<file path="src/rtl/lrfu_pkg.sv">
package lrfu_pkg;

  localparam int unsigned IdW    = 64;
  localparam int unsigned ScoreW = 32;
  localparam int unsigned CapW   = 11;
  localparam int unsigned RateW  = 16;
  localparam logic [ScoreW-1:0] OneQ24 = 32'h0100_0000;

  localparam logic RegCapacity = 1'b0;
  localparam logic RegDecay    = 1'b1;

  typedef struct packed {
    logic start;
    logic scan;
    logic heap_op;
  } lrfu_cmd_t;

  typedef struct packed {
    logic scan_done;
    logic heap_done;
  } lrfu_status_t;

  // 2^-(i/depth) in Q0.24, series form matching the integer build
  function automatic logic [ScoreW-1:0] frac_entry(input int unsigned i,
                                                   input int unsigned depth);
    logic [63:0] x;
    logic [63:0] y;
    logic [63:0] term;
    logic [63:0] sum;
    logic [127:0] t;
    x = (64'(i) << 32) / 64'(depth);
    t = 128'(x) * 128'(64'd2977044472);
    y = t[95:32];
    term = 64'h1_0000_0000;
    sum = term;
    for (int k = 1; k <= 13; k++) begin
      t = 128'(term) * 128'(y);
      term = t[95:32] / 64'(k);
      if ((k % 2) == 1) sum = sum - term;
      else sum = sum + term;
    end
    sum = (sum + 64'd128) >> 8;
    return sum[ScoreW-1:0];
  endfunction

endpackage

</file>
<file path="src/rtl/lrfu_ctrl.sv">
module lrfu_ctrl import lrfu_pkg::*; (
  input  logic         clk,
  input  logic         rst,
  input  logic         start,
  input  lrfu_status_t status,
  output lrfu_cmd_t    cmd,
  output logic         busy
);

  typedef enum logic [2:0] {
    S_IDLE = 3'b001,
    S_SCAN = 3'b010,
    S_HEAP = 3'b100
  } state_t;

  state_t state, state_next;

  always_ff @(posedge clk) begin
    if (rst) state <= S_IDLE;
    else state <= state_next;
  end

  always_comb begin
    state_next = state;
    cmd = '0;
    unique case (state)
      S_IDLE: begin
        if (start) begin
          cmd.start = 1'b1;
          state_next = S_SCAN;
        end
      end
      S_SCAN: begin
        cmd.scan = 1'b1;
        if (status.scan_done) state_next = S_HEAP;
      end
      S_HEAP: begin
        cmd.heap_op = 1'b1;
        if (status.heap_done) state_next = S_IDLE;
      end
      default: state_next = S_IDLE;
    endcase
  end

  assign busy = (state != S_IDLE);

endmodule

</file>
<file path="config.mk">
export PLATFORM = sky130hd
export DESIGN_NAME = lrfu_ctrl
export DESIGN_NICKNAME = d
export VERILOG_FILES = /design/src/rtl/lrfu_pkg.sv /design/src/rtl/lrfu_ctrl.sv
export SDC_FILE = /design/constraint.sdc
export NUM_CORES = 1
export LEC_CHECK = 0
export BUFFER_PORTS_ARGS = -buffer_cell sky130_fd_sc_hd__buf_2
export CAP_MARGIN = 20
export CORE_AREA = 2 2 39 41
export DETAILED_ROUTE_END_ITERATION = 10
export DIE_AREA = 0 0 41 43
export PLACE_DENSITY = 0.4
export SYNTH_ARGS = -nofsm -noshare
export SYNTH_HDL_FRONTEND = slang
export SYNTH_SLANG_ARGS = --single-unit
</file>
<file path="constraint.sdc">
create_clock -name clk -period 2.5 [get_ports clk]
set_input_delay 0 -clock clk [delete_from_list [all_inputs] [get_ports clk]]
set_output_delay 0 -clock clk [all_outputs]
set_load 0.01 [all_outputs]
</file>
==> impl_metrics.env <==
export IMPL_status="finished clean"
export IMPL_synth_area_leaders="dfxtp_1 (37%), nor4b_1 (16%), or3b_2 (11%), a2111oi_1 (6.1%), nor4bb_1 (6.1%)"
export IMPL_cts_root_buf="clkbuf_4"
export IMPL_postCtsHoldBufs=1
export IMPL_grt_use_total_pct=6.41
export IMPL_cts_tree="built"
export IMPL_synth_seq_cells=3
export IMPL_grt_pass1_wl_um=703
export IMPL_tightest_slew_ns=0.539
export IMPL_leakagePower_nw=0.116
export IMPL_insertion_delay_ns=0.23
export IMPL_cts_resized=0
export IMPL_largestRegisters="state x3"
export IMPL_first_pass_iters=4
export IMPL_synth_flop_cell="dfxtp_1"
export IMPL_synthSimpleGateAreaFrac_pct=43.5
export IMPL_hold_class="primary input to register"
export IMPL_n_antenna_cell=0
export IMPL_clk_path_buf_depth=2
export IMPL_avgViaCountPerCell=4.04
export IMPL_post_route_min_period_ns=1.36
export IMPL_first_global_vias=187
export IMPL_die_width_um=41
export IMPL_finalSetupTns_ns=0
export IMPL_cp_required_ns=2.62
export IMPL_synth_nets=21
export IMPL_drv_cap=0
export IMPL_worst_slack_ns=1.14
export IMPL_cts_buffers_inserted=3
export IMPL_slew_violations=0
export IMPL_clock_sinks=3
export IMPL_synth_adder_area_share_pct=0
export IMPL_ios=9
export IMPL_grt_antenna_before_repair=0
export IMPL_gp_congestion=0.536
export IMPL_synth_commonest_cells="dfxtp_1 (3), nor4b_1 (3), inv_1 (2), or3b_2 (2)"
export IMPL_netlist_area_um2=164
export IMPL_syn2layout_area_growth_pct=58.8
export IMPL_dp_slack_ns=1.12
export IMPL_drive_above_1_share_pct=44.8
export IMPL_hold_path_startpoint="status[0]"
export IMPL_synth_top_family_by_area="simple AND/OR/NAND/NOR gates"
export IMPL_nets=35
export IMPL_critical_path_max_fanout=8
export IMPL_instances_no_fill=45
export IMPL_drc=0
export IMPL_largest_reg_flops=3
export IMPL_crit_start="state[0]"
export IMPL_power_total_w=0.000161
export IMPL_synthDistinctLibCells=10
export IMPL_synth_seq_area_share_pct=36.6
export IMPL_num_rows=14
export IMPL_rrSetupSlack_ns=1.14
export IMPL_yosysWarningCount=0
export IMPL_finalCritPeriodShare_pct=54.5
export IMPL_relSlewSlack_pct=63.6
export IMPL_dieArea_mm2=0.00176
export IMPL_path_clk_slew_ns=0.04
export IMPL_drt_wl_total_um=430
export IMPL_ant_nets=0
export IMPL_critPathCaptureType="register"
export IMPL_rsz0062_at_grt="false"
export IMPL_final_fill_count=164
export IMPL_port_buffer_count=8
export IMPL_grt_max_degree=9
export IMPL_fin_skew_ns=0.00315
export IMPL_synth_top_area_share_pct=36.6
export IMPL_wl_per_cell_um=9.56
export IMPL_die_h_um=43
export IMPL_async_flop_share_pct=0
export IMPL_slowest_stage="or4b_1"
export IMPL_reg2reg_from="state[0]"
export IMPL_yosys_area_top_type="dfxtp_1"
export IMPL_core_mm2=0.00138
export IMPL_hold_viol=0
export IMPL_path_cells="or4b_1, a2111oi_1"
export IMPL_vdd_drop_max_mv=0.165
export IMPL_synth_compound_area_share_pct=15.3
export IMPL_avgSynthCellArea_um2=10.2
export IMPL_slowest_delay_ns=0.53
export IMPL_synth_edf_count=0
export IMPL_syn_inst=16
export IMPL_top_register="state"
export IMPL_crit_type="register to register"
export IMPL_num_vias=182
export IMPL_setup_violations=0
export IMPL_place_inst=40
export IMPL_powerDensity_mw_per_mm2=617
export IMPL_start_util_pct=11.8
export IMPL_synth_xor_area_share_pct=0
export IMPL_synthMuxAreaShare_pct=0
export IMPL_fmax_mhz=735
export IMPL_dp_final_hpwl_um=330
export IMPL_critical_path_arrival_ns=1.48
export IMPL_post_cts_setup_buffer_count=0
export IMPL_cp_start_kind="register"
export IMPL_grt_overflow=0
export IMPL_htree_num_levels=1
export IMPL_first_iter_violations=5
kinds of logic after synthesis:
| logic type | count (synthesis) |
|---|---|
| AOI/OAI and AO/OA | 3 |
| buffers and inverters | 2 |
| DFF | 3 |
| and+or+nand+nor | 8 |
final timing paths:
kind,endpoint,cells past startpoint
setup / recovery,state[2],2
setup reg to reg,state[2],2
hold / removal,state[2],3
hold reg to reg,state[2],2
per-layer routing:
metal  share of wire [%]  wire length [um]  vias to the layer above  GRT usage, %
met3                  12                52                        0          3.66
li1                    -                 -                       90             -
met1                  49               210                       83          7.35
met2                  39               168                        9          6.88
met4                   0                 0                        0          8.00
met5                   0                 0                        -             0
power breakdown:
group | switching, W | internal [W] | total, W
registers | 0.00000413 | 0.0000508 | 0.0000549
clock network | 0.0000250 | 0.0000598 | 0.0000849
logic | 0.00000887 | 0.0000120 | 0.0000209
cell type report:
| type | count | area, um2 | share of cell area [%] |
|---|---|---|---|
| Multi-Input combinational cell | 11 | 96.3 | 37.0 |
| Inverter | 2 | 7.51 | 2.88 |
| Timing Repair Buffer | 9 | 50.0 | 19.2 |
| Sequential cell | 3 | 60.1 | 23.1 |
| Tap cell | 16 | 20.0 | 7.69 |
| Clock buffer | 4 | 26.3 | 10.1 |
worst max-delay path, delay by kind of cell (launching register included):
kind	cells	cell delay [ns]
simple gates	1	0.53
compound gates	1	0.37
flops	1	0.35
cell usage in the layout, fill, tap and decap left out:
master | Yosys | final
buf_2 | 0 | 8
nor4b_1 | 3 | 3
clkbuf_4 | 0 | 3
dfxtp_1 | 3 | 3
or3b_2 | 2 | 2
inv_1 | 2 | 2
nor3b_1 | 1 | 1
nor4bb_1 | 1 | 1
o21a_1 | 1 | 1
o31ai_1 | 1 | 1
or4b_1 | 1 | 1
a2111oi_1 | 1 | 1
clkbuf_1 | 0 | 1
dlygate4sd3_1 | 0 | 1
metrics by stage:
stage	util (%)	area, um2	hold WS [ns]
6_report	18.8	260	0.0742
5_1_grt	18.8	260	0.0841
4_1_cts	18.8	260	0.0732
3_5_place_dp	16.2	224	0.194
3_3_place_gp	16.2	224	0.190
2_1_floorplan	-	164	0.0768
Power figures use the tool's default switching activity.
